<file path="src/sv/lsbae_pkg.sv">
// Shared types and constants for the audio LSB embedder.
// Used by lsbae_core and lsb_audio_embedder_top; no dependencies.
package lsbae_pkg;

    localparam int unsigned BYTE_W    = 8;
    localparam int unsigned OP_W      = 2;
    localparam int unsigned STATUS_W  = 2;
    localparam int unsigned BIT_IDX_W = 3;

    localparam logic [BYTE_W-1:0] LSB_CLEAR       = 8'hFE;
    localparam logic [BYTE_W-1:0] HEADER_LEN_RST  = 8'd54;
    localparam logic [BYTE_W-1:0] TERMINATOR_RST  = 8'd42;

    // Configuration register indexes.
    localparam logic CFG_HEADER_LENGTH   = 1'b0;
    localparam logic CFG_TERMINATOR_BYTE = 1'b1;

    // Input item kinds carried on the slave tuser.
    typedef enum logic [OP_W-1:0] {
        OP_CARRIER = 2'd0,
        OP_LOAD    = 2'd1,
        OP_END     = 2'd2
    } t_op;

    // Result status codes.
    typedef enum logic [STATUS_W-1:0] {
        ST_OK       = 2'd0,
        ST_UNDERRUN = 2'd1,
        ST_REJECT   = 2'd2
    } t_status;

    // Embedding phase.
    typedef enum logic [1:0] {
        PH_HEADER  = 2'd0,
        PH_MESSAGE = 2'd1,
        PH_TERM    = 2'd2,
        PH_DONE    = 2'd3
    } t_phase;

    // One result item.
    typedef struct packed {
        t_status           status;
        logic [BYTE_W-1:0] out_byte;
        logic              out_valid;
    } t_result;

    // Configuration values seen by the core.
    typedef struct packed {
        logic [BYTE_W-1:0] header_length;
        logic [BYTE_W-1:0] terminator_byte;
    } t_cfg;

endpackage

</file>
<file path="src/sv/lsbae_core.sv">
// Embedding state and per-item result logic of the audio LSB embedder.
// Depends on lsbae_pkg; the result is combinational from the accepted item.
module lsbae_core
    import lsbae_pkg::*;
(
    input  logic              i_clk,
    input  logic              i_rst_n,
    input  logic              i_accept,
    input  logic [OP_W-1:0]   i_op,
    input  logic [BYTE_W-1:0] i_data,
    input  t_cfg              i_cfg,
    output t_result           o_result
);

    t_phase                r_phase, n_phase;
    logic [BYTE_W-1:0]     r_header_count, n_header_count;
    logic [BIT_IDX_W-1:0]  r_bit_index, n_bit_index;
    logic [BYTE_W-1:0]     r_held_byte, n_held_byte;
    logic                  r_byte_pending, n_byte_pending;
    logic                  r_ending, n_ending;

    logic                  w_is_carrier;
    logic                  w_in_header;
    logic                  w_past_header;
    logic                  w_underrun;
    logic                  w_term_start;
    logic                  w_wrap;
    logic [BYTE_W-1:0]     w_src_byte;
    logic                  w_bit;
    logic                  w_cmd_ok;

    // Carrier classification shared by the state and output logic.
    always_comb begin
        w_is_carrier  = (t_op'(i_op) == OP_CARRIER);
        w_in_header   = (r_phase == PH_HEADER) && (r_header_count < i_cfg.header_length);
        w_past_header = (r_phase == PH_HEADER) && !w_in_header;
        w_underrun    = (r_phase == PH_MESSAGE || w_past_header)
                        && !r_byte_pending && !r_ending;
        w_term_start  = (r_phase == PH_MESSAGE || w_past_header)
                        && !r_byte_pending && r_ending;
        w_src_byte    = w_term_start ? i_cfg.terminator_byte : r_held_byte;
        w_bit         = w_src_byte[r_bit_index];
        w_wrap        = (r_bit_index == BIT_IDX_W'(BYTE_W - 1));
    end

    // Next phase.
    always_comb begin
        n_phase = r_phase;
        if (i_accept && w_is_carrier) begin
            if (w_past_header && !w_term_start) begin
                n_phase = PH_MESSAGE;
            end
            if (w_term_start) begin
                n_phase = PH_TERM;
            end else if (r_phase == PH_TERM && w_wrap) begin
                n_phase = PH_DONE;
            end
        end
    end

    // Counters, held byte and result.
    always_comb begin
        n_header_count = r_header_count;
        n_bit_index    = r_bit_index;
        n_held_byte    = r_held_byte;
        n_byte_pending = r_byte_pending;
        n_ending       = r_ending;
        o_result       = '{status: ST_OK, out_byte: '0, out_valid: 1'b0};
        w_cmd_ok       = 1'b0;

        case (t_op'(i_op))
            OP_LOAD: begin
                w_cmd_ok = !r_byte_pending && !r_ending
                           && (r_phase == PH_HEADER || r_phase == PH_MESSAGE);
                if (w_cmd_ok) begin
                    n_held_byte    = i_data;
                    n_bit_index    = '0;
                    n_byte_pending = 1'b1;
                end else begin
                    o_result.status = ST_REJECT;
                end
            end
            OP_END: begin
                w_cmd_ok = !r_ending && (r_phase == PH_HEADER || r_phase == PH_MESSAGE);
                if (w_cmd_ok) begin
                    n_ending = 1'b1;
                end else begin
                    o_result.status = ST_REJECT;
                end
            end
            OP_CARRIER: begin
                o_result.out_valid = 1'b1;
                if (w_in_header) begin
                    n_header_count    = r_header_count + 1'b1;
                    o_result.out_byte = i_data;
                end else if (r_phase == PH_DONE) begin
                    o_result.out_byte = i_data;
                end else if (w_underrun) begin
                    o_result.out_byte = i_data;
                    o_result.status   = ST_UNDERRUN;
                end else begin
                    // Replace the carrier LSB with the next message bit.
                    o_result.out_byte = (i_data & LSB_CLEAR) | {{(BYTE_W-1){1'b0}}, w_bit};
                    n_bit_index       = r_bit_index + 1'b1;
                    if (w_term_start) begin
                        n_held_byte    = i_cfg.terminator_byte;
                        n_byte_pending = 1'b1;
                    end else if (w_wrap) begin
                        n_byte_pending = 1'b0;
                        if (r_phase == PH_TERM) begin
                            n_ending = 1'b0;
                        end
                    end
                end
            end
            default: begin
                o_result.status = ST_REJECT;
            end
        endcase
    end

    // State registers update only on an accepted transfer.
    always_ff @(posedge i_clk) begin
        if (!i_rst_n) begin
            r_phase        <= PH_HEADER;
            r_header_count <= '0;
            r_bit_index    <= '0;
            r_held_byte    <= '0;
            r_byte_pending <= 1'b0;
            r_ending       <= 1'b0;
        end else if (i_accept) begin
            r_phase        <= n_phase;
            r_header_count <= n_header_count;
            r_bit_index    <= n_bit_index;
            r_held_byte    <= n_held_byte;
            r_byte_pending <= n_byte_pending;
            r_ending       <= n_ending;
        end
    end

    // Once done, nothing is pending and the end mark has been consumed.
    a_done_clean: assert property (@(posedge i_clk) disable iff (!i_rst_n)
        (r_phase == PH_DONE) |-> (!r_byte_pending && !r_ending))
        else $error("done phase with pending byte or end mark");

    // The terminator is always being embedded while in the terminator phase.
    a_term_pending: assert property (@(posedge i_clk) disable iff (!i_rst_n)
        (r_phase == PH_TERM) |-> (r_byte_pending && r_ending))
        else $error("terminator phase without pending terminator");

    // Only an accepted carrier moves the phase.
    a_phase_hold: assert property (@(posedge i_clk) disable iff (!i_rst_n)
        (i_rst_n && !(i_accept && t_op'(i_op) == OP_CARRIER))
        |=> (r_phase == $past(r_phase)))
        else $error("phase changed without a carrier transfer");

endmodule

</file>
<file path="src/sv/lsb_audio_embedder_top.sv">
// Top level of the audio LSB embedder: stream ports, configuration registers
// and a two-entry output register. Depends on lsbae_pkg and lsbae_core.
//
// Usage:
//   Slave stream: tuser carries the operation (carrier, load message byte,
//   end of message), tdata carries the carrier or message byte. Every
//   transfer produces exactly one result transfer on the master stream.
//   Master stream: tdata is the carrier after embedding or passthrough (zero
//   for commands); tuser carries out_valid in bit 0 and status in bits 2:1.
//   The result of an input accepted at an edge is registered in the output
//   register, or in the skid register when the receiver stalls. Throughput is
//   one item per cycle while the receiver takes results; the per-item work is
//   a compare, an increment and a bit insert in front of the output register.
//   When the receiver stalls, a skid register holds one more result, so the
//   slave side keeps taking transfers until both entries are full; slave
//   tready depends only on registered state.
//   Configuration writes (header_length at index 0, terminator_byte at
//   index 1) take effect at the next edge and belong to idle periods.
//   Synchronous reset restores header_length 54 and terminator 42, returns to
//   the header phase and empties the output registers.
module lsb_audio_embedder_top
    import lsbae_pkg::*;
(
    input  logic              i_clk,
    input  logic              i_rst_n,
    // Configuration write port.
    input  logic              i_cfg_we,
    input  logic              i_cfg_addr,
    input  logic [BYTE_W-1:0] i_cfg_data,
    // Slave stream.
    input  logic              i_s_tvalid,
    output logic              o_s_tready,
    input  logic [BYTE_W-1:0] i_s_tdata,    // [7:0] data
    input  logic [OP_W-1:0]   i_s_tuser,    // [1:0] operation
    // Master stream.
    output logic              o_m_tvalid,
    input  logic              i_m_tready,
    output logic [BYTE_W-1:0] o_m_tdata,    // [7:0] out_byte
    output logic [2:0]        o_m_tuser     // [0] out_valid, [2:1] status
);

    t_cfg    r_cfg;
    t_result w_result;
    t_result r_out, r_skid;
    logic    r_out_valid, r_skid_valid;
    logic    w_accept;
    logic    w_out_take;

    assign o_s_tready = !r_skid_valid;
    assign w_accept   = i_s_tvalid && o_s_tready;
    assign w_out_take = r_out_valid && i_m_tready;

    // Configuration registers.
    always_ff @(posedge i_clk) begin
        if (!i_rst_n) begin
            r_cfg.header_length   <= HEADER_LEN_RST;
            r_cfg.terminator_byte <= TERMINATOR_RST;
        end else if (i_cfg_we) begin
            case (i_cfg_addr)
                CFG_HEADER_LENGTH:   r_cfg.header_length   <= i_cfg_data;
                CFG_TERMINATOR_BYTE: r_cfg.terminator_byte <= i_cfg_data;
                default: ;
            endcase
        end
    end

    lsbae_core u_core (
        .i_clk    (i_clk),
        .i_rst_n  (i_rst_n),
        .i_accept (w_accept),
        .i_op     (i_s_tuser),
        .i_data   (i_s_tdata),
        .i_cfg    (r_cfg),
        .o_result (w_result)
    );

    // Output register with a skid entry behind it.
    always_ff @(posedge i_clk) begin
        if (!i_rst_n) begin
            r_out_valid  <= 1'b0;
            r_skid_valid <= 1'b0;
        end else begin
            if (!r_out_valid || w_out_take) begin
                r_out_valid  <= r_skid_valid || w_accept;
                r_skid_valid <= 1'b0;
            end else if (w_accept) begin
                r_skid_valid <= 1'b1;
            end
        end
    end

    always_ff @(posedge i_clk) begin
        if (!r_out_valid || w_out_take) begin
            r_out <= r_skid_valid ? r_skid : w_result;
        end
        if (w_accept && r_out_valid && !w_out_take) begin
            r_skid <= w_result;
        end
    end

    assign o_m_tvalid = r_out_valid;
    assign o_m_tdata  = r_out.out_byte;
    assign o_m_tuser  = {r_out.status, r_out.out_valid};

    // The skid entry is only ever filled behind a full output register.
    a_skid_order: assert property (@(posedge i_clk) disable iff (!i_rst_n)
        r_skid_valid |-> r_out_valid)
        else $error("skid entry valid with empty output register");

    // A stalled transfer with a full skid entry keeps both entries.
    a_full_hold: assert property (@(posedge i_clk) disable iff (!i_rst_n)
        (i_rst_n && r_skid_valid && !i_m_tready) |=> (r_skid_valid && r_out_valid))
        else $error("result lost while the receiver stalled");

endmodule
</file>
<file path="config.mk">
export PLATFORM = sky130hd
export DESIGN_NAME = lsb_audio_embedder_top
export DESIGN_NICKNAME = d
export VERILOG_FILES = /design/src/sv/lsbae_pkg.sv /design/src/sv/lsbae_core.sv /design/src/sv/lsb_audio_embedder_top.sv
export SDC_FILE = /design/constraint.sdc
export NUM_CORES = 1
export LEC_CHECK = 0
export ABC_CLOCK_PERIOD_IN_PS = 3200
export BUFFER_PORTS_ARGS = -buffer_cell sky130_fd_sc_hd__buf_2
export CORE_ASPECT_RATIO = 1.75
export CORE_MARGIN = 1.5
export CORE_UTILIZATION = 55
export CTS_CLUSTER_DIAMETER = 80
export DETAILED_ROUTE_END_ITERATION = 7
export PLACE_DENSITY = 0.76
export SYNTH_ARGS = -nofsm -noshare
export SYNTH_HDL_FRONTEND = slang
export SYNTH_SLANG_ARGS = --single-unit
</file>
<file path="constraint.sdc">
create_clock -name i_clk -period 3.2 [get_ports i_clk]
set_clock_uncertainty 0.1 [all_clocks]
set_input_delay 0.64 -clock i_clk [delete_from_list [all_inputs] [get_ports i_clk]]
set_output_delay 0.64 -clock i_clk [all_outputs]
set_load 0.005 [all_outputs]
</file>
==> impl_metrics.json <==
{
  "insertion_delay_ps": 340,
  "busiest_layer": "met2",
  "clk_pin_slew_worst_paths_ps": 70,
  "n_antenna_cell": 0,
  "synth_nets": 327,
  "cp_slowest_cell": "or4_1",
  "synth_area_um2": 3010,
  "r2r_start": "u_core.r_header_count[2]",
  "synthDistinctLibCells": 47,
  "path_cells": "ha_1 -> a211oi_2 -> o21ai_1 -> a211o_1 -> or4_1 -> nor3_2 -> xor2_1 -> and2_1",
  "finalSetupViolCount": 0,
  "cp-start-kind": "flip-flop",
  "use_met2": 0.415,
  "crit_type": "flip-flop to flip-flop",
  "cts_buffers": 9,
  "tritoncts": "done",
  "critPathArrivalTime_ps": 2920,
  "dieArea_um2": 5950,
  "grt_pass1_vias": 2198,
  "dpl_cell_area_um2": 3250,
  "hold_ws_ps": 364,
  "cts.hold.buffers_added": 0,
  "core-area_um2": 5260,
  "ys_seq_area_frac": 0.491,
  "crit_path_max_fanout": 6,
  "outcome": "finished clean",
  "rsz0062_at_grt": "no",
  "relSlewSlack": 0.436,
  "hold_viol_final": 0,
  "overflow": 0,
  "period_share": 0.858,
  "ys.flop_type": "dfxtp_1",
  "firstDrtPassIters": 4,
  "syn_avg_cell_area_um2": 10.3,
  "yosysMostFrequentCell": "nand2_1",
  "wl_mm": 6.26,
  "synth_commonest_cells": "47 x nand2_1, 41 x dfxtp_1, 22 x edfxtp_1, 18 x nor2_1, 16 x and2_1",
  "yosysWarnings": 0,
  "max_freq_ghz": 0.364,
  "netlist_instances": 293,
  "hp-start": "r_cfg[11]",
  "cts_buffer_depth": 2,
  "grt_use_met1": 0.258,
  "start_util": 0.574,
  "cts_resized": 0,
  "tns_ps": 0,
  "synthTopCellsByArea": "dfxtp_1 27%, edfxtp_1 22%, nand2_1 5.9%",
  "cap_violations": 0,
  "fin_crit_ps": 2740,
  "gp_congestion": 0.919,
  "avgViaCountPerCell": 5.67,
  "gr-usage-met3": 0.0282,
  "antenna_found_initial": 0,
  "ir_drop_mv": 0.334,
  "slowest_delay_ps": 640,
  "io_pins": 37,
  "p_leak_nw": 1.49,
  "hpwl_mm": 4.58,
  "clock_sinks": 63,
  "cts_root_buffer": "clkbuf_8",
  "num_rows": 35,
  "crit_path_end_kind": "flip-flop",
  "holdCritPathClass": "flip-flop to flip-flop",
  "finalNetCount": 367,
  "grt_usage": 0.232,
  "syn2layout_area_growth_pct": 13.4,
  "synth_top_area_cell": "dfxtp_1",
  "drc_errors": 0,
  "synth_edf_count": 22,
  "ys_ff_latch": 63,
  "dr_total_vias": 2228,
  "cp.required_ps": 3380,
  "grt_pass1_wl_mm": 10.4,
  "power_w": 0.00162,
  "drt_iter0_markers": 35,
  "worstMarginPinSlew_ps": 845,
  "ys_async_sr_fraction": 0,
  "slew_violations": 0,
  "dieHeight_um": 101,
  "fin_area_um2": 3420,
  "r2r_slack_ps": 460,
  "power_density_nw_per_um2": 473,
  "wire_per_inst_um": 15.9,
  "numPortBuffers": 36,
  "htreeDepth": 3,
  "synth_top_area_frac": 0.272,
  "cts_setup_buffers": 0,
  "die_w_um": 59.0,
  "grt_max_degree": 42,
  "drive_gt1_frac": 0.225,
  "setup.worst_path.start": "u_core.r_header_count[2]",
  "ant_nets": 0
}
[cell type report]
cell class | count | area [µm²]
inverters | 11 | 41.3
repair buffers | 41 | 218
fillers | 450 | 1840
flip-flops and latches | 63 | 1480
clock buffers | 12 | 145
multi-input cells | 207 | 1440
well taps | 55 | 68.8
clock inverters | 4 | 22.5
[registers in the layout, summed over array words and instances (netlist names)]
name and count:
u_core.r_ending 1, r_skid_valid 1, u_core.r_phase 2, o_m_tuser 3, o_m_tdata 8, u_core.r_header_count 8
r_cfg 16, u_core.r_held_byte 8, o_m_tvalid 1, u_core.r_byte_pending 1, u_core.r_bit_index 3, r_skid 11
[cells in the final DEF, fill, tap and decap left out, types with 2 or more instances in the layout]
cell type / count
ha_1: 10
xor2_1: 2
edfxtp_1: 22
mux4_2: 4
nor3b_1: 2
nor3_2: 2
inv_1: 10
mux2i_1: 2
o211a_1: 8
dfxtp_1: 41
o2bb2ai_1: 8
nor3_1: 2
clkbuf_1: 2
a21boi_0: 15
o21a_1: 2
xnor2_1: 4
o211ai_1: 4
buf_2: 36
a21oi_1: 2
buf_4: 5
nand2b_1: 6
mux2_2: 10
o41ai_1: 2
nand4_1: 3
or3_1: 2
nor2b_1: 5
nand3_1: 6
a21boi_1: 3
clkinv_2: 3
a211oi_1: 3
clkbuf_8: 10
nand2_1: 47
o21ai_0: 6
nor2_1: 18
and2_1: 16
[through the flow]
step / util / cells / setup WS [ps]
floorplan: - / 293 / 693
global placement: 0.619 / 377 / 595
detailed placement: 0.619 / 377 / 526
CTS: 0.650 / 393 / 450
global route: 0.650 / 393 / 281
finish: 0.650 / 393 / 456
[path summary, 6_finish.rpt]
| kind | to | depth (start not counted) |
|---|---|---|
| setup / recovery | u_core.r_header_count[7] | 8 |
| hold / removal | r_cfg[11] | 2 |
| setup reg to reg | u_core.r_header_count[7] | 8 |
| hold reg to reg | r_cfg[11] | 2 |
[cells by family (layout without fill, tap and decap cells)]
group / Yosys count / count (layout) / share of synthesized area
AND/OR/NAND/NOR: 116 / 116 / 0.190
flip-flops: 63 / 63 / 0.491
multiplexers: 16 / 16 / 0.0739
XOR/XNOR: 6 / 6 / 0.0174
AO/OA/AOI/OAI: 59 / 59 / 0.156
buffers and inverters: 23 / 68 / 0.0303
adder cells (fa/ha/maj): 10 / 10 / 0.0415
[per-layer routing]
layer  wire, µm  vias up  share of wire
met5          0        -              0
li1           -     1127              -
met3        143       15          0.023
met2       3390       42           0.54
met4        197        0          0.031
met1       2530     1044           0.40
[critical path: cells and delay by family (launching register included)]
kind,cells,cell delay [ps]
compound gates,3,680
flops,1,410
fa+ha+maj,1,280
xor+xnor,1,180
simple gates,3,1030
[power breakdown]
part	leakage, nW	internal, W	switching [W]
sequential	0.559	0.000864	0.0000168
clock	0.0861	0.000298	0.000298
combinational	0.848	0.0000652	0.0000762
No activity file was read; power rests on OpenSTA's default activity.
